File: config.mk
export PLATFORM = sky130hd
export DESIGN_NAME = fixed_width_decimal_formatter
export DESIGN_NICKNAME = d
export VERILOG_FILES = /design/src/rtl/fwdf_pkg.sv /design/src/rtl/fwdf_scale.sv /design/src/rtl/fwdf_bcd.sv /design/src/rtl/fwdf_fmt.sv /design/src/rtl/fixed_width_decimal_formatter.sv
export SDC_FILE = /design/constraint.sdc
export NUM_CORES = 1
export LEC_CHECK = 0
export ABC_CLOCK_PERIOD_IN_PS = 8800
export BUFFER_PORTS_ARGS = -buffer_cell sky130_fd_sc_hd__buf_2
export CORE_ASPECT_RATIO = 1.75
export CORE_MARGIN = 3
export CORE_UTILIZATION = 50
export CTS_BUF_LIST = sky130_fd_sc_hd__clkbuf_4
export DETAILED_ROUTE_END_ITERATION = 10
export PLACE_DENSITY = 0.66
export SLEW_MARGIN = 25
export SYNTH_ARGS = -nofsm -noshare
export SYNTH_HDL_FRONTEND = slang
export SYNTH_SLANG_ARGS = --single-unit
File: constraint.sdc
create_clock -name clk -period 8.8 [get_ports clk]
set_input_delay 0.44 -clock clk [delete_from_list [all_inputs] [get_ports clk]]
set_output_delay 0.44 -clock clk [all_outputs]
set_load 0.05 [all_outputs]
File: src/rtl/fwdf_pkg.sv
package fwdf_pkg;

	localparam int FRAC_BITS_DEF = 16;
	localparam int NDIG = 6;
	localparam int BCDW = 4 * NDIG;

	localparam logic [3:0] KIND_U2     = 4'd0;
	localparam logic [3:0] KIND_I3     = 4'd1;
	localparam logic [3:0] KIND_ILEFT  = 4'd2;
	localparam logic [3:0] KIND_I4     = 4'd3;
	localparam logic [3:0] KIND_F3_2U  = 4'd4;
	localparam logic [3:0] KIND_F5_2   = 4'd5;
	localparam logic [3:0] KIND_F3_1   = 4'd6;
	localparam logic [3:0] KIND_F4_1S  = 4'd7;
	localparam logic [3:0] KIND_F1_3   = 4'd8;
	localparam logic [3:0] KIND_I5     = 4'd9;
	localparam logic [3:0] KIND_F5_1S  = 4'd10;
	localparam logic [3:0] KIND_F5_2S  = 4'd11;
	localparam logic [3:0] KIND_F6_2U  = 4'd12;
	localparam logic [3:0] KIND_F5_2P  = 4'd13;

	localparam logic [7:0] CH_ZERO  = 8'h30;
	localparam logic [7:0] CH_MINUS = 8'h2D;
	localparam logic [7:0] CH_PLUS  = 8'h2B;
	localparam logic [7:0] CH_DOT   = 8'h2E;
	localparam logic [7:0] CH_BLANK = 8'h20;

	typedef struct packed {
		logic [3:0] kind;
		logic       neg;
		logic       fb;
		logic       nz;
		logic       ge10;
		logic       ge100;
		logic       ge1000;
		logic       ge10000;
		logic       ge100000;
		logic [7:0] plus_char;
	} ctl_t;

	// one double-dabble step on six BCD digits; carries out of the top digit drop
	function automatic logic [BCDW-1:0] dd_step(input logic [BCDW-1:0] b, input logic bin);
		logic [BCDW-1:0] t;
		t = b;
		for (int i = 0; i < NDIG; i++) begin
			if (t[4*i +: 4] >= 4'd5) t[4*i +: 4] = t[4*i +: 4] + 4'd3;
		end
		return {t[BCDW-2:0], bin};
	endfunction

	function automatic logic [7:0] ch(input logic [3:0] d);
		return CH_ZERO + {4'd0, d};
	endfunction

endpackage

File: src/rtl/fwdf_scale.sv
module fwdf_scale #(
	parameter int FRAC_BITS = fwdf_pkg::FRAC_BITS_DEF,
	parameter int PW = 32
) (
	input  logic                clk,
	input  logic                arst_n,
	input  logic                in_vld,
	input  logic [3:0]          kind,
	input  logic signed [31:0]  value,
	input  logic [7:0]          plus_char,
	output logic                out_vld,
	output logic [PW-1:0]       m_out,
	output fwdf_pkg::ctl_t      ctl_out
);
	localparam int MW = 42 - FRAC_BITS;

	logic             vld_s1, vld_s2, vld_s3;
	logic [31:0]      mag_s1;
	logic             sgn_s1, sgn_s2;
	logic [3:0]       kind_s1, kind_s2;
	logic [7:0]       plus_s1, plus_s2;
	logic [MW-1:0]    p1_s2, p10_s2, p100_s2, p1000_s2;
	logic [PW-1:0]    m_s3;
	fwdf_pkg::ctl_t   ctl_s3;

	logic [41:0] magw, pr10, pr100, pr1000;
	assign magw   = {10'd0, mag_s1};
	assign pr10   = magw * 42'd10;
	assign pr100  = magw * 42'd100;
	assign pr1000 = magw * 42'd1000;

	always_ff @(posedge clk or negedge arst_n) begin
		if (!arst_n) begin
			vld_s1 <= 1'b0;
			vld_s2 <= 1'b0;
			vld_s3 <= 1'b0;
		end else begin
			vld_s1 <= in_vld;
			vld_s2 <= vld_s1;
			vld_s3 <= vld_s2;
		end
	end

	always_ff @(posedge clk) begin
		sgn_s1   <= value[31];
		mag_s1   <= value[31] ? (~value + 32'd1) : value;
		kind_s1  <= kind;
		plus_s1  <= plus_char;
		sgn_s2   <= sgn_s1;
		kind_s2  <= kind_s1;
		plus_s2  <= plus_s1;
		p1_s2    <= MW'(magw >> FRAC_BITS);
		p10_s2   <= MW'(pr10 >> FRAC_BITS);
		p100_s2  <= MW'(pr100 >> FRAC_BITS);
		p1000_s2 <= MW'(pr1000 >> FRAC_BITS);
	end

	logic [MW-1:0] msel;
	logic          fb, n10, n1;
	logic [7:0]    wrap;

	always_comb begin
		n1   = sgn_s2 & (|p1_s2);
		n10  = sgn_s2 & (|p10_s2);
		fb   = 1'b0;
		wrap = n1 ? (8'd0 - p1_s2[7:0]) : p1_s2[7:0];
		case (kind_s2)
			fwdf_pkg::KIND_U2: msel = MW'(wrap);
			fwdf_pkg::KIND_F3_2U, fwdf_pkg::KIND_F5_2, fwdf_pkg::KIND_F5_2S,
			fwdf_pkg::KIND_F6_2U, fwdf_pkg::KIND_F5_2P: msel = p100_s2;
			fwdf_pkg::KIND_F4_1S, fwdf_pkg::KIND_F5_1S: msel = p10_s2;
			fwdf_pkg::KIND_F1_3: msel = p1000_s2;
			fwdf_pkg::KIND_F3_1: begin
				// out of display range: fall back to the four-place integer
				fb   = n10 ? (p10_s2 > MW'(99)) : (p10_s2 > MW'(999));
				msel = fb ? p1_s2 : p10_s2;
			end
			default: msel = p1_s2;
		endcase
	end

	always_ff @(posedge clk) begin
		m_s3             <= PW'(msel);
		ctl_s3.kind      <= kind_s2;
		ctl_s3.plus_char <= plus_s2;
		ctl_s3.fb        <= fb;
		ctl_s3.nz        <= |msel;
		ctl_s3.neg       <= sgn_s2 & (|msel);
		ctl_s3.ge10      <= msel >= MW'(10);
		ctl_s3.ge100     <= msel >= MW'(100);
		ctl_s3.ge1000    <= msel >= MW'(1000);
		ctl_s3.ge10000   <= msel >= MW'(10000);
		ctl_s3.ge100000  <= msel >= MW'(100000);
	end

	assign out_vld = vld_s3;
	assign m_out   = m_s3;
	assign ctl_out = ctl_s3;

endmodule

File: src/rtl/fwdf_bcd.sv
module fwdf_bcd #(
	parameter int NS = 4
) (
	input  logic                         clk,
	input  logic                         arst_n,
	input  logic                         in_vld,
	input  logic [8*NS-1:0]              m_in,
	input  fwdf_pkg::ctl_t               ctl_in,
	output logic                         out_vld,
	output logic [fwdf_pkg::BCDW-1:0]    bcd_out,
	output fwdf_pkg::ctl_t               ctl_out
);
	localparam int PW = 8 * NS;

	logic                        vld_sn [NS];
	logic [PW-1:0]               rem_sn [NS];
	logic [fwdf_pkg::BCDW-1:0]   bcd_sn [NS];
	fwdf_pkg::ctl_t              ctl_sn [NS];

	for (genvar g = 0; g < NS; g++) begin : g_stage
		logic                      pv;
		logic [PW-1:0]             pr;
		logic [fwdf_pkg::BCDW-1:0] pb;
		fwdf_pkg::ctl_t            pc;
		logic [fwdf_pkg::BCDW-1:0] nb;

		if (g == 0) begin : g_first
			assign pv = in_vld;
			assign pr = m_in;
			assign pb = '0;
			assign pc = ctl_in;
		end else begin : g_next
			assign pv = vld_sn[g-1];
			assign pr = rem_sn[g-1];
			assign pb = bcd_sn[g-1];
			assign pc = ctl_sn[g-1];
		end

		// eight bits per stage, MSB first
		always_comb begin
			nb = pb;
			for (int i = 0; i < 8; i++) begin
				nb = fwdf_pkg::dd_step(nb, pr[PW-1-i]);
			end
		end

		always_ff @(posedge clk or negedge arst_n) begin
			if (!arst_n) vld_sn[g] <= 1'b0;
			else vld_sn[g] <= pv;
		end

		always_ff @(posedge clk) begin
			rem_sn[g] <= pr << 8;
			bcd_sn[g] <= nb;
			ctl_sn[g] <= pc;
		end
	end

	assign out_vld = vld_sn[NS-1];
	assign bcd_out = bcd_sn[NS-1];
	assign ctl_out = ctl_sn[NS-1];

endmodule

File: src/rtl/fwdf_fmt.sv
module fwdf_fmt (
	input  logic                       clk,
	input  logic                       arst_n,
	input  logic                       in_vld,
	input  logic [fwdf_pkg::BCDW-1:0]  bcd,
	input  fwdf_pkg::ctl_t             ctl,
	output logic                       done,
	output logic [2:0]                 first_pos,
	output logic [7:0]                 char_pos0,
	output logic [7:0]                 char_pos1,
	output logic [7:0]                 char_pos2,
	output logic [7:0]                 char_pos3,
	output logic [7:0]                 char_pos4,
	output logic [7:0]                 char_pos5,
	output logic [7:0]                 char_pos6
);
	logic [3:0] d0, d1, d2, d3, d4, d5;
	logic [7:0] c0, c1, c2, c3, c4, c5, c6;
	logic [7:0] sg;
	logic [2:0] st;
	logic       int4;

	assign d0 = bcd[3:0];
	assign d1 = bcd[7:4];
	assign d2 = bcd[11:8];
	assign d3 = bcd[15:12];
	assign d4 = bcd[19:16];
	assign d5 = bcd[23:20];

	always_comb begin
		c0 = '0; c1 = '0; c2 = '0; c3 = '0; c4 = '0; c5 = '0; c6 = '0;
		st = 3'd6;
		sg = ctl.neg ? fwdf_pkg::CH_MINUS : fwdf_pkg::CH_PLUS;
		int4 = (ctl.kind == fwdf_pkg::KIND_I4) ||
		       (ctl.kind == fwdf_pkg::KIND_F3_1 && ctl.fb);
		if (int4) begin
			if (!ctl.neg && ctl.ge1000) begin
				c3 = fwdf_pkg::ch(d3); c4 = fwdf_pkg::ch(d2); c5 = fwdf_pkg::ch(d1);
			end else if (ctl.ge100) begin
				c3 = ctl.neg ? fwdf_pkg::CH_MINUS : fwdf_pkg::CH_BLANK;
				c4 = fwdf_pkg::ch(d2); c5 = fwdf_pkg::ch(d1);
			end else begin
				c3 = fwdf_pkg::CH_BLANK;
				if (ctl.ge10) begin
					c4 = ctl.neg ? fwdf_pkg::CH_MINUS : fwdf_pkg::CH_BLANK;
					c5 = fwdf_pkg::ch(d1);
				end else begin
					c4 = fwdf_pkg::CH_BLANK;
					c5 = ctl.neg ? fwdf_pkg::CH_MINUS : fwdf_pkg::CH_BLANK;
				end
			end
			c6 = fwdf_pkg::ch(d0); st = 3'd3;
		end else begin
			case (ctl.kind)
				fwdf_pkg::KIND_U2: begin
					c5 = fwdf_pkg::ch(d1); c6 = fwdf_pkg::ch(d0); st = 3'd5;
				end
				fwdf_pkg::KIND_I3: begin
					c4 = ctl.neg ? fwdf_pkg::CH_MINUS :
					     (ctl.ge100 ? fwdf_pkg::ch(d2) : fwdf_pkg::CH_BLANK);
					c5 = ctl.ge10 ? fwdf_pkg::ch(d1) : fwdf_pkg::CH_BLANK;
					c6 = fwdf_pkg::ch(d0); st = 3'd4;
				end
				fwdf_pkg::KIND_ILEFT: begin
					if (ctl.neg) begin
						c6 = fwdf_pkg::CH_ZERO - {4'd0, d0};
					end else begin
						c6 = fwdf_pkg::ch(d0);
						if (ctl.ge10) begin
							c5 = fwdf_pkg::ch(d1); st = 3'd5;
						end
						if (ctl.ge100) begin
							c4 = fwdf_pkg::ch(d2); st = 3'd4;
						end
					end
				end
				fwdf_pkg::KIND_F3_2U: begin
					c3 = fwdf_pkg::ch(d2); c4 = fwdf_pkg::CH_DOT;
					c5 = fwdf_pkg::ch(d1); c6 = fwdf_pkg::ch(d0); st = 3'd3;
				end
				fwdf_pkg::KIND_F5_2: begin
					c1 = ctl.neg ? fwdf_pkg::CH_MINUS : fwdf_pkg::ch(d4);
					c2 = fwdf_pkg::ch(d3); c3 = fwdf_pkg::ch(d2); c4 = fwdf_pkg::CH_DOT;
					c5 = fwdf_pkg::ch(d1); c6 = fwdf_pkg::ch(d0); st = 3'd1;
				end
				fwdf_pkg::KIND_F3_1: begin
					c3 = ctl.neg ? fwdf_pkg::CH_MINUS :
					     (ctl.ge100 ? fwdf_pkg::ch(d2) : fwdf_pkg::CH_BLANK);
					c4 = fwdf_pkg::ch(d1); c5 = fwdf_pkg::CH_DOT;
					c6 = fwdf_pkg::ch(d0); st = 3'd3;
				end
				fwdf_pkg::KIND_F4_1S: begin
					c1 = sg; c2 = fwdf_pkg::ch(d3); c3 = fwdf_pkg::ch(d2);
					c4 = fwdf_pkg::ch(d1); c5 = fwdf_pkg::CH_DOT;
					c6 = fwdf_pkg::ch(d0); st = 3'd1;
				end
				fwdf_pkg::KIND_F1_3: begin
					c1 = !ctl.nz ? fwdf_pkg::CH_BLANK :
					     (ctl.neg ? fwdf_pkg::CH_MINUS : ctl.plus_char);
					c2 = fwdf_pkg::ch(d3); c3 = fwdf_pkg::CH_DOT; c4 = fwdf_pkg::ch(d2);
					c5 = fwdf_pkg::ch(d1); c6 = fwdf_pkg::ch(d0); st = 3'd1;
				end
				fwdf_pkg::KIND_I5: begin
					c2 = ctl.ge10000 ? fwdf_pkg::ch(d4) : fwdf_pkg::CH_BLANK;
					c3 = ctl.ge1000 ? fwdf_pkg::ch(d3) : fwdf_pkg::CH_BLANK;
					c4 = ctl.ge100 ? fwdf_pkg::ch(d2) : fwdf_pkg::CH_BLANK;
					c5 = ctl.ge10 ? fwdf_pkg::ch(d1) : fwdf_pkg::CH_BLANK;
					c6 = fwdf_pkg::ch(d0); st = 3'd2;
				end
				fwdf_pkg::KIND_F5_1S: begin
					c0 = sg; c1 = fwdf_pkg::ch(d4); c2 = fwdf_pkg::ch(d3);
					c3 = fwdf_pkg::ch(d2); c4 = fwdf_pkg::ch(d1); c5 = fwdf_pkg::CH_DOT;
					c6 = fwdf_pkg::ch(d0); st = 3'd0;
				end
				fwdf_pkg::KIND_F5_2S: begin
					c0 = sg; c1 = fwdf_pkg::ch(d4); c2 = fwdf_pkg::ch(d3);
					c3 = fwdf_pkg::ch(d2); c4 = fwdf_pkg::CH_DOT; c5 = fwdf_pkg::ch(d1);
					c6 = fwdf_pkg::ch(d0); st = 3'd0;
				end
				fwdf_pkg::KIND_F6_2U: begin
					c0 = ctl.ge100000 ? fwdf_pkg::ch(d5) : fwdf_pkg::CH_BLANK;
					c1 = ctl.ge10000 ? fwdf_pkg::ch(d4) : fwdf_pkg::CH_BLANK;
					c2 = ctl.ge1000 ? fwdf_pkg::ch(d3) : fwdf_pkg::CH_BLANK;
					c3 = fwdf_pkg::ch(d2); c4 = fwdf_pkg::CH_DOT; c5 = fwdf_pkg::ch(d1);
					c6 = fwdf_pkg::ch(d0); st = 3'd0;
				end
				fwdf_pkg::KIND_F5_2P: begin
					c1 = ctl.neg ? fwdf_pkg::CH_MINUS :
					     (ctl.ge10000 ? fwdf_pkg::ch(d4) : fwdf_pkg::CH_BLANK);
					c2 = ctl.ge1000 ? fwdf_pkg::ch(d3) : fwdf_pkg::CH_BLANK;
					c3 = fwdf_pkg::ch(d2);
					// trim trailing zero decimals
					if (d0 != 4'd0) begin
						c4 = fwdf_pkg::CH_DOT; c5 = fwdf_pkg::ch(d1); c6 = fwdf_pkg::ch(d0);
					end else if (d1 != 4'd0) begin
						c4 = fwdf_pkg::CH_DOT; c5 = fwdf_pkg::ch(d1); c6 = fwdf_pkg::CH_BLANK;
					end else begin
						c4 = fwdf_pkg::CH_BLANK; c5 = fwdf_pkg::CH_BLANK;
						c6 = fwdf_pkg::CH_BLANK;
					end
					st = 3'd1;
				end
				default: begin
					c6 = fwdf_pkg::CH_BLANK; st = 3'd6;
				end
			endcase
		end
	end

	always_ff @(posedge clk or negedge arst_n) begin
		if (!arst_n) done <= 1'b0;
		else done <= in_vld;
	end

	always_ff @(posedge clk) begin
		first_pos <= st;
		char_pos0 <= c0;
		char_pos1 <= c1;
		char_pos2 <= c2;
		char_pos3 <= c3;
		char_pos4 <= c4;
		char_pos5 <= c5;
		char_pos6 <= c6;
	end

endmodule

File: src/rtl/fixed_width_decimal_formatter.sv
// Formats a signed fixed-point value into a right-aligned seven-character ASCII
// field in one of fourteen display formats. A new beat is taken every cycle
// (busy stays low). Each result passes through the input, scaling and select
// registers, a register stage for each eight bits of the binary-to-BCD
// conversion, and the character output register before it appears on done. The
// receiver cannot stall, so results must be captured in the cycle done is high.
module fixed_width_decimal_formatter #(
	parameter int FRAC_BITS = fwdf_pkg::FRAC_BITS_DEF
) (
	input  logic               clk,
	input  logic               arst_n,
	input  logic               start,
	output logic               busy,
	input  logic [3:0]         kind,
	input  logic signed [31:0] value,
	input  logic [7:0]         plus_char,
	output logic               done,
	output logic [2:0]         first_pos,
	output logic [7:0]         char_pos0,
	output logic [7:0]         char_pos1,
	output logic [7:0]         char_pos2,
	output logic [7:0]         char_pos3,
	output logic [7:0]         char_pos4,
	output logic [7:0]         char_pos5,
	output logic [7:0]         char_pos6
);
	localparam int NS = (42 - FRAC_BITS + 7) / 8;
	localparam int PW = 8 * NS;

	logic                       sc_vld, dd_vld;
	logic [PW-1:0]              sc_m;
	fwdf_pkg::ctl_t             sc_ctl, dd_ctl;
	logic [fwdf_pkg::BCDW-1:0]  dd_bcd;

	assign busy = 1'b0;

	fwdf_scale #(.FRAC_BITS(FRAC_BITS), .PW(PW)) u_scale (
		.clk(clk), .arst_n(arst_n), .in_vld(start & ~busy),
		.kind(kind), .value(value), .plus_char(plus_char),
		.out_vld(sc_vld), .m_out(sc_m), .ctl_out(sc_ctl)
	);

	fwdf_bcd #(.NS(NS)) u_bcd (
		.clk(clk), .arst_n(arst_n), .in_vld(sc_vld), .m_in(sc_m), .ctl_in(sc_ctl),
		.out_vld(dd_vld), .bcd_out(dd_bcd), .ctl_out(dd_ctl)
	);

	fwdf_fmt u_fmt (
		.clk(clk), .arst_n(arst_n), .in_vld(dd_vld), .bcd(dd_bcd), .ctl(dd_ctl),
		.done(done), .first_pos(first_pos),
		.char_pos0(char_pos0), .char_pos1(char_pos1), .char_pos2(char_pos2),
		.char_pos3(char_pos3), .char_pos4(char_pos4), .char_pos5(char_pos5),
		.char_pos6(char_pos6)
	);

endmodule

Word-level counts from Yosys, hierarchy flattened. Memories as Yosys holds them, arrays and structs flattened. Index checks and enable logic that the tools add are counted.

Register bits after elaboration: 265. Bits in latches: 0. Memory bits (writable): 272. Bits in read-only memories: 0. Input bits: 47. Output and inout bits: 61. Memories kept: 3.

Memories: u_bcd.bcd_sn (depth 4, bits a word 24, rd ports 4, clocked after Yosys merged registers in 0, write ports 4, line fwdf_bcd.sv:17) `logic [fwdf_pkg::BCDW-1:0] bcd_sn [NS];`; u_bcd.rem_sn (depth 4, bits a word 24, rd ports 3, clocked after Yosys merged registers in 0, write ports 4, line fwdf_bcd.sv:16) `logic [PW-1:0] rem_sn [NS];`; u_bcd.ctl_sn (depth 4, bits a word 20, rd ports 4, clocked after Yosys merged registers in 0, write ports 4, line fwdf_bcd.sv:18) `fwdf_pkg::ctl_t ctl_sn [NS];`.

Add/sub/neg operators: 154. Multipliers: 3. Div/mod/pow operators: 0. $lt $le $gt $ge: 152. Eq/ne operators: 22. Shift operators: 0. Muxes and demuxes: 195. Bitwise logic cells: 4. Reductions and logical operators: 25.

Operator list (count): >= comparator 4 x 3 -> 1 bit, second input constant (144); two-way mux 4 bit (122); adder 4 x 2 -> 4 bit, second input constant (120); two-way mux 8 bit (32); one-hot mux 26 bit (5 select lines) (1); two-way mux 3 bit (27); adder 3 x 2 -> 3 bit, second input constant (24); one-hot mux 8 bit (7 select lines) (1); OR reduction 26 bit (2); one-hot mux 8 bit (3 select lines) (2); one-hot mux 8 bit (6 select lines) (1); == test 4 bit, second input constant (11); adder 6 x 4 -> 7 bit, first input constant (6); one-hot mux 8 bit (5 select lines) (1); multiplier 32 x 7 -> 39 bit, second input constant (1); multiplier 32 x 5 -> 37 bit, second input constant (1); multiplier 32 x 3 -> 35 bit, second input constant (1); adder 32 x 1 -> 32 bit, second input constant (1); == test 4 x 3 -> 1 bit, second input constant (8); NOT 32 bit (1); one-hot mux 8 bit (4 select lines) (1); two-way mux 31 bit (1); >= comparator 26 x 10 -> 1 bit, second input constant (1); >= comparator 26 x 14 -> 1 bit, second input constant (1); other kinds (30) (44).

Depth between registers and ports, before layout. Gate-level depths: netlist of run 1. An unclocked memory read counts as a cell.

Depth in word-level cells: 17. Mapped depth: 38. Depth with buffers taken out: 38.

Cells and area by module. A second synthesis of run 1 with hierarchy kept.

Cells, all modules: 4358. Area, all modules: 37569.8 um2.

Modules (own cells, without submodules): fwdf_bcd (instances 1, cells an instance 2584, area an instance 20546.0 um2, sequential area each 4244.1 um2); fwdf_scale (instances 1, cells an instance 1457, area an instance 14438.8 um2, sequential area each 3858.7 um2); fwdf_fmt (instances 1, cells an instance 315, area an instance 2573.7 um2, sequential area each 945.9 um2); fixed_width_decimal_formatter (instances 1, cells an instance 2, area an instance 11.3 um2, sequential area each 0.0 um2).

Worst setup path before layout of run 1. OpenSTA, ideal clock, no wires.

Kind: register to register. Start: mem u_bcd.bcd_sn[2][21] (netlist name). End: mem u_bcd.bcd_sn[3][21] (netlist name). Arrival time: 6.258 ns. Path slack: 2.414 ns. Cell stages (with the launch flop): 37. Clock period less this slack: 6.386 ns. Cell sequence: dfxtp_1 > clkbuf_1 > inv_1 > ha_1 > o21ai_0 > xnor2_1 > ha_1 > nor2b_1 > nor3_1 > nor2_1 > o21ai_0 > or2_2 > inv_1 > ha_1 > nor4_1 > nor3b_1 > o32ai_1 > nand2_1 > nor2_1 > nor3_1 > ha_1 > o41ai_1 > a21oi_1 > a31oi_1 > ha_1 > inv_1 > a21boi_0 > a2bb2oi_1 > inv_1 > ha_1 > o21ai_0 > a21oi_1 > a21oi_1 > ha_1 > nor2b_1 > o21ai_2 > xor2_1.

RTL lines (line): start: declaration (fwdf_bcd.sv:17).

==> flow_summary.ini, run 1 <==
[drt]
dr.pass1.iters = 7
drt-total-wl_microns = 64700
drtAntennaViolNets = 0
detail_route.wl_per_cell_microns = 14.2
vias = 25100
via_per_inst = 5.51
drtIter0Drc = 1003
drc = 0

[cts]
clk_latency_ns = 0.87
clock_path_buffers = 3
ctsHoldBuffers = 66
cts_setup_buffers = 0
cts-resized-gates = 0
path_clk_slew_ns = 0.07
htreeDepth = 3
cts_tree = done
cts_root_buffer = clkbuf_4
clock-sinks = 433
numCtsBuffers = 99

[sta]
period_share = 0.836
final_max_slew_viol_count = 0
setup_viol = 0
post-route-min-period_ns = 7.36
worst_slew_pin_slew_ns = 0.960
hold_viol_final = 0
hold_slack_ns = 0.211
fin_skew_ns = 0.0531
finalSetupTns_ns = 0
relSlewSlack = 0.357
timing.fmax_mhz = 136
grt_setup_unrepaired = no

[floorplanning]
die_x_microns = 194
die_area_sq_um = 65100
pin_count = 108
core_area_sq_um = 61300
start_util = 0.506
die_h_microns = 335
rows = 120

[synthesis]
ys_async_sr_fraction = 0.0185
yosys_warnings = 0
synthTopCellsByArea = dfxtp_1 (27%), ha_1 (12%), fa_1 (9.2%)
synth_top_area_share = 0.275
syn-mean-instance-area_sq_um = 8.90
synth-main-ff-cell = dfxtp_1
synth_edf_count = 0
syn_inst = 3484
synth-seq-cells = 433
ys_types = 131
yosysTopAreaCell = dfxtp_1
synth_area_sq_um = 31000
ys_seq_area_frac = 0.281

[hold_path]
hold_class = input pin to flop
whs_endpoint = u_scale.plus_s1[2]
hold_depth = 2
hp-start = plus_char[2]

[global_routing]
grt_pass1_wl_microns = 111000
grt_max_degree = 40
grt_pass1_vias = 25200
gr-usage-all-layers = 0.198
antenna_found_initial = 4
overflow = 0

[status]
status = finished clean

[critical_path]
crit_fanout = 6
critPathMostFrequentCell = ha_1
critPathLaunchType = flop
r2r.worst_path.cells = 37
endpoint_kind = flop
worst_r2r_endpoint = u_bcd.bcd_sn[3][21]
crit_cells = 37
crit_path_top_delay_cell = o32ai_1
rrSetupSlack_ns = 1.44
critPathTopFamily = compound AO/OA/AOI/OAI gates
cp_slowest_stage_delay_ns = 0.52
rr_startpoint = u_bcd.bcd_sn[2][16]
arrival_ns = 8.10
critPathKind = flop to flop
path_buf_inv = 5
cp.required_ns = 9.54

[placement]
dpl.hpwl_microns = 50800
gp_congestion = 0.862
port_buffers = 93

[layout]
utilization = 0.557
drive_gt1_frac = 0.111
area_growth_pct = 10.2
nets = 4175

[job]
maxCapViolCount = 0
registers in the layout (all words and copies together), names as in the netlist, 8 cells and up:
name / cells
u_bcd.ctl_sn: 80
u_scale.ctl_out: 20
u_scale.m_out: 26
u_scale.plus_s2: 8
u_bcd.bcd_sn: 62
u_scale.mag_s1: 32
u_scale.plus_s1: 8
u_fmt.char_pos1: 8
u_scale.p1_s2: 16
u_scale.p1000_s2: 26
u_scale.p10_s2: 20
u_scale.p100_s2: 23
u_bcd.rem_sn: 48
cell type report:
cell class	instances	area [sq um]
tap	793	992
timing repair buffer	168	1190
inverter	320	1200
clock inverter	49	322
sequential	433	8710
fill	5761	27100
antenna	3	7.51
clock buffer	131	983
multi-input combinational	2654	20700
kinds of logic after synthesis:
family	count (synthesis)	synth area share
adder cells (fa/ha/maj)	452	0.217
buffers and inverters	409	0.0518
XOR/XNOR	143	0.0437
AND/OR/NAND/NOR	978	0.151
other	2	0.000242
flip-flops	433	0.281
multiplexers	96	0.0355
AO/OA/AOI/OAI	971	0.220
placed cells by master, fill, tap and decap left out, types with 41 or more instances in the layout:
| master | instances |
|---|---|
| dfxtp_1 | 425 |
| inv_1 | 313 |
| ha_1 | 309 |
| nor2_1 | 293 |
| nand2_1 | 265 |
| o21ai_0 | 203 |
| a21oi_1 | 199 |
| fa_1 | 143 |
| clkbuf_4 | 131 |
| buf_2 | 93 |
| xnor2_1 | 92 |
| nor3_1 | 66 |
| dlygate4sd3_1 | 66 |
| nand3_1 | 61 |
| mux2i_1 | 57 |
| nand2b_1 | 51 |
| a211oi_1 | 50 |
| a21o_1 | 46 |
| nor2b_1 | 41 |
| and2_1 | 41 |
synthesized netlist by cell type, types with 32 or more instances:
| cell | instances |
|---|---|
| a211oi_1 | 50 |
| a21o_1 | 46 |
| a21oi_1 | 199 |
| a31oi_1 | 32 |
| and2_1 | 41 |
| clkbuf_1 | 57 |
| dfxtp_1 | 425 |
| fa_1 | 143 |
| ha_1 | 309 |
| inv_1 | 313 |
| mux2i_1 | 57 |
| nand2_1 | 265 |
| nand2b_1 | 51 |
| nand3_1 | 61 |
| nor2_1 | 293 |
| nor2b_1 | 41 |
| nor3_1 | 66 |
| o21a_1 | 36 |
| o21ai_0 | 204 |
| o21ai_1 | 39 |
| xnor2_1 | 92 |
| xor2_1 | 39 |
metrics by stage:
stage	cells	worst slack, ns	area [sq um]
2_1_floorplan	3496	2.41	31000
3_3_place_gp	4302	1.63	32200
3_5_place_dp	4302	1.42	32200
4_1_cts	4548	1.46	34100
5_1_grt	4551	0.377	34100
6_report	4551	1.44	34100
worst max path at each step:
stage / start / end / slack, ns
CTS: u_bcd.bcd_sn[2][16] / u_bcd.bcd_sn[3][21] / 1.46
detailed placement: u_bcd.bcd_sn[2][16] / u_bcd.bcd_sn[3][21] / 1.42
global route: u_bcd.bcd_sn[2][16] / u_bcd.bcd_sn[3][21] / 0.38
finish: u_bcd.bcd_sn[2][16] / u_bcd.bcd_sn[3][21] / 1.44
global placement: u_bcd.bcd_sn[2][16] / u_bcd.bcd_sn[3][21] / 1.63
floorplan: u_bcd.bcd_sn[2][21] / u_bcd.bcd_sn[3][21] / 2.41
routing by layer:
layer	share of wire	track usage
met1	0.38	0.197
met2	0.56	0.404
met3	0.031	0.0281
met4	0.033	0.0815
met5	0	0
Power of run 1 is not shown: default switching activity piles up to over one toggle a cycle in this logic, so the estimate is an artifact.
==> run 2: changes to the inputs <==
--- a/config.mk
+++ b/config.mk
@@ -5,14 +5,14 @@
 export SDC_FILE = /design/constraint.sdc
 export NUM_CORES = 1
 export LEC_CHECK = 0
-export ABC_CLOCK_PERIOD_IN_PS = 8800
+export ABC_CLOCK_PERIOD_IN_PS = 6400
 export BUFFER_PORTS_ARGS = -buffer_cell sky130_fd_sc_hd__buf_2
 export CORE_ASPECT_RATIO = 1.75
 export CORE_MARGIN = 3
 export CORE_UTILIZATION = 50
 export CTS_BUF_LIST = sky130_fd_sc_hd__clkbuf_4
 export DETAILED_ROUTE_END_ITERATION = 10
-export PLACE_DENSITY = 0.66
+export PLACE_DENSITY = 0.69
 export SLEW_MARGIN = 25
 export SYNTH_ARGS = -nofsm -noshare
 export SYNTH_HDL_FRONTEND = slang
==> constraint.sdc (replaced) <==
create_clock -name clk -period 6.4 [get_ports clk]
set_input_delay 0.32 -clock clk [delete_from_list [all_inputs] [get_ports clk]]
set_output_delay 0.32 -clock clk [all_outputs]
set_load 0.05 [all_outputs]
==> flow_summary.ini, run 2 (same netlist as run 1, synthesis figures left out) <==
[layout]
nets = 4347
mostFrequentLayoutCells = dfxtp_1 (421), inv_1 (309), ha_1 (293)
drive_gt1_frac = 0.181
largest_reg_flops = 80
area_growth_pct = 16.6
top_register = u_bcd.ctl_sn
final_common_cell = dfxtp_1
top_regs = u_bcd.ctl_sn: 80 flops, u_bcd.bcd_sn: 62 flops, u_bcd.rem_sn: 48 flops

[sta]
relSlewSlack = 0.347
final_max_slew_viol_count = 0
period_share = 0.942
timing.fmax_mhz = 166
worst_slew_pin_slew_ns = 0.977
fin_skew_ns = 0.0835
setup_viol = 0
hold_viol_final = 0
post-route-min-period_ns = 6.03
finalSetupTns_ns = 0

[critical_path]
cp_slowest_stage_delay_ns = 0.53
critPathKind = flop to flop
cp.required_ns = 7.16
critPathTopFamily = compound AO/OA/AOI/OAI gates
endpoint_kind = flop
cp_cell_sequence = fa_1 -> inv_1 -> fa_1 -> inv_1 -> fa_1 -> fa_1 -> ha_1 -> a21o_1 -> a21oi_2 -> inv_1 -> a2111oi_1 -> buf_4 -> o311a_4 -> a31oi_2 -> a21oi_2 -> o21ai_1 -> and4_1 -> o31ai_2 -> a21boi_1 -> o21a_1 -> o21a_1 -> o21a_1 -> o31ai_2 -> xnor2_1
crit_fanout = 4
arrival_ns = 6.78
crit_path_top_delay_cell = fa_1
critPathMostFrequentCell = fa_1
critPathLaunchType = flop
path_buf_inv = 4

[drt]
drtAntennaViolNets = 0
drtIter0Drc = 858
detail_route.wl_per_cell_microns = 14.2
dr.pass1.iters = 5
vias = 25900
drc = 0
drt-total-wl_microns = 66800
via_per_inst = 5.50

[hold_path]
hold_class = input pin to flop

[placement]
dpl.hpwl_microns = 51700
gp_congestion = 0.878
port_buffers = 93

[floorplanning]
rows = 120
die_x_microns = 194
core_area_sq_um = 61300
pin_count = 108
die_h_microns = 335
die_area_sq_um = 65100
start_util = 0.506

[global_routing]
grt_pass1_wl_microns = 112000
grt_max_degree = 40
grt_pass1_vias = 25400
antenna_found_initial = 2
overflow = 0
gr-usage-all-layers = 0.200

[cts]
path_clk_slew_ns = 0.07
htreeDepth = 3
clock-sinks = 433
cts_root_buffer = clkbuf_4
clock_path_buffers = 3
clk_latency_ns = 0.90
cts_tree = done
numCtsBuffers = 99

[job]
maxCapViolCount = 0

[status]
status = finished clean
run 2: changes by cell type in the layout (fill, tap and decap cells not counted), moves of 9 or more:
cell	before	now
buf_4	9	169
ha_1	309	293
ha_2	0	15
a21oi_1	199	186
a21oi_2	6	18
dlygate4sd3_1	66	78
clkinv_1	32	21
nor2_1	293	283
a211oi_1	50	41
a211oi_2	6	15
o21ai_0	203	194
run 2: repair_timing:
item / 4_1_cts / 5_1_grt
hold buffers: 78 / 0
setup endpoints to repair: 18 / 51
endpoints found under the hold margin: 54 / 0
setup buffers: 2 / 31
pin swaps: 2 / 52
gates resized for setup: 16 / 153
run 2: routing by layer:
| layer | up-vias | GRT usage | part of all wire |
|---|---|---|---|
| met1 | 12200 | 0.198 | 0.37 |
| met4 | 0 | 0.0787 | 0.032 |
| met5 | - | 0 | 0 |
| met2 | 427 | 0.409 | 0.57 |
| li1 | 13100 | - | - |
| met3 | 135 | 0.0282 | 0.030 |
run 2: per-stage QoR:
step / area, sq um / setup WS, ns / std cells / hold WS (ns) / util
2_1_floorplan: 31000 / 0.0136 / 3496 / 0.0244 / -
4_1_cts: 35300 / 0.00735 / 4680 / 0.0173 / 0.576
3_3_place_gp: 33100 / -0.00760 / 4429 / 0.163 / 0.541
3_5_place_dp: 33100 / -0.245 / 4429 / 0.173 / 0.541
6_report: 36100 / 0.372 / 4714 / 0.113 / 0.590
5_1_grt: 36100 / -0.0679 / 4714 / 0.0726 / 0.590
run 2: worst paths after layout:
| path | cells past startpoint | slack (ns) | from | endpoint |
|---|---|---|---|---|
| max | 24 | 0.37 | u_scale.mag_s1[8] | u_scale.p1000_s2[25] |
| min | 2 | 0.11 | value[0] | u_scale.mag_s1[0] |
| max reg2reg | 24 | 0.37 | u_scale.mag_s1[8] | u_scale.p1000_s2[25] |
| min reg2reg | 0 | 0.26 | u_bcd.ctl_sn[2][18] | u_bcd.ctl_sn[3][18] |
| max in group asynchronous | 3 | 5.68 | arst_n | u_fmt.done |
| min in group asynchronous | 3 | 0.46 | arst_n | u_scale.out_vld |
run 2: layout make-up:
| class | count | area, sq um |
|---|---|---|
| Multi-Input combinational cell | 2654 | 21400 |
| Fill cell | 5454 | 25100 |
| Inverter | 320 | 1200 |
| Clock buffer | 133 | 998 |
| Timing Repair Buffer | 340 | 2510 |
| Antenna cell | 3 | 7.51 |
| Sequential cell | 433 | 8720 |
| Tap cell | 793 | 992 |
| Clock inverter | 38 | 309 |
Power of run 2 is left out for the same reason.
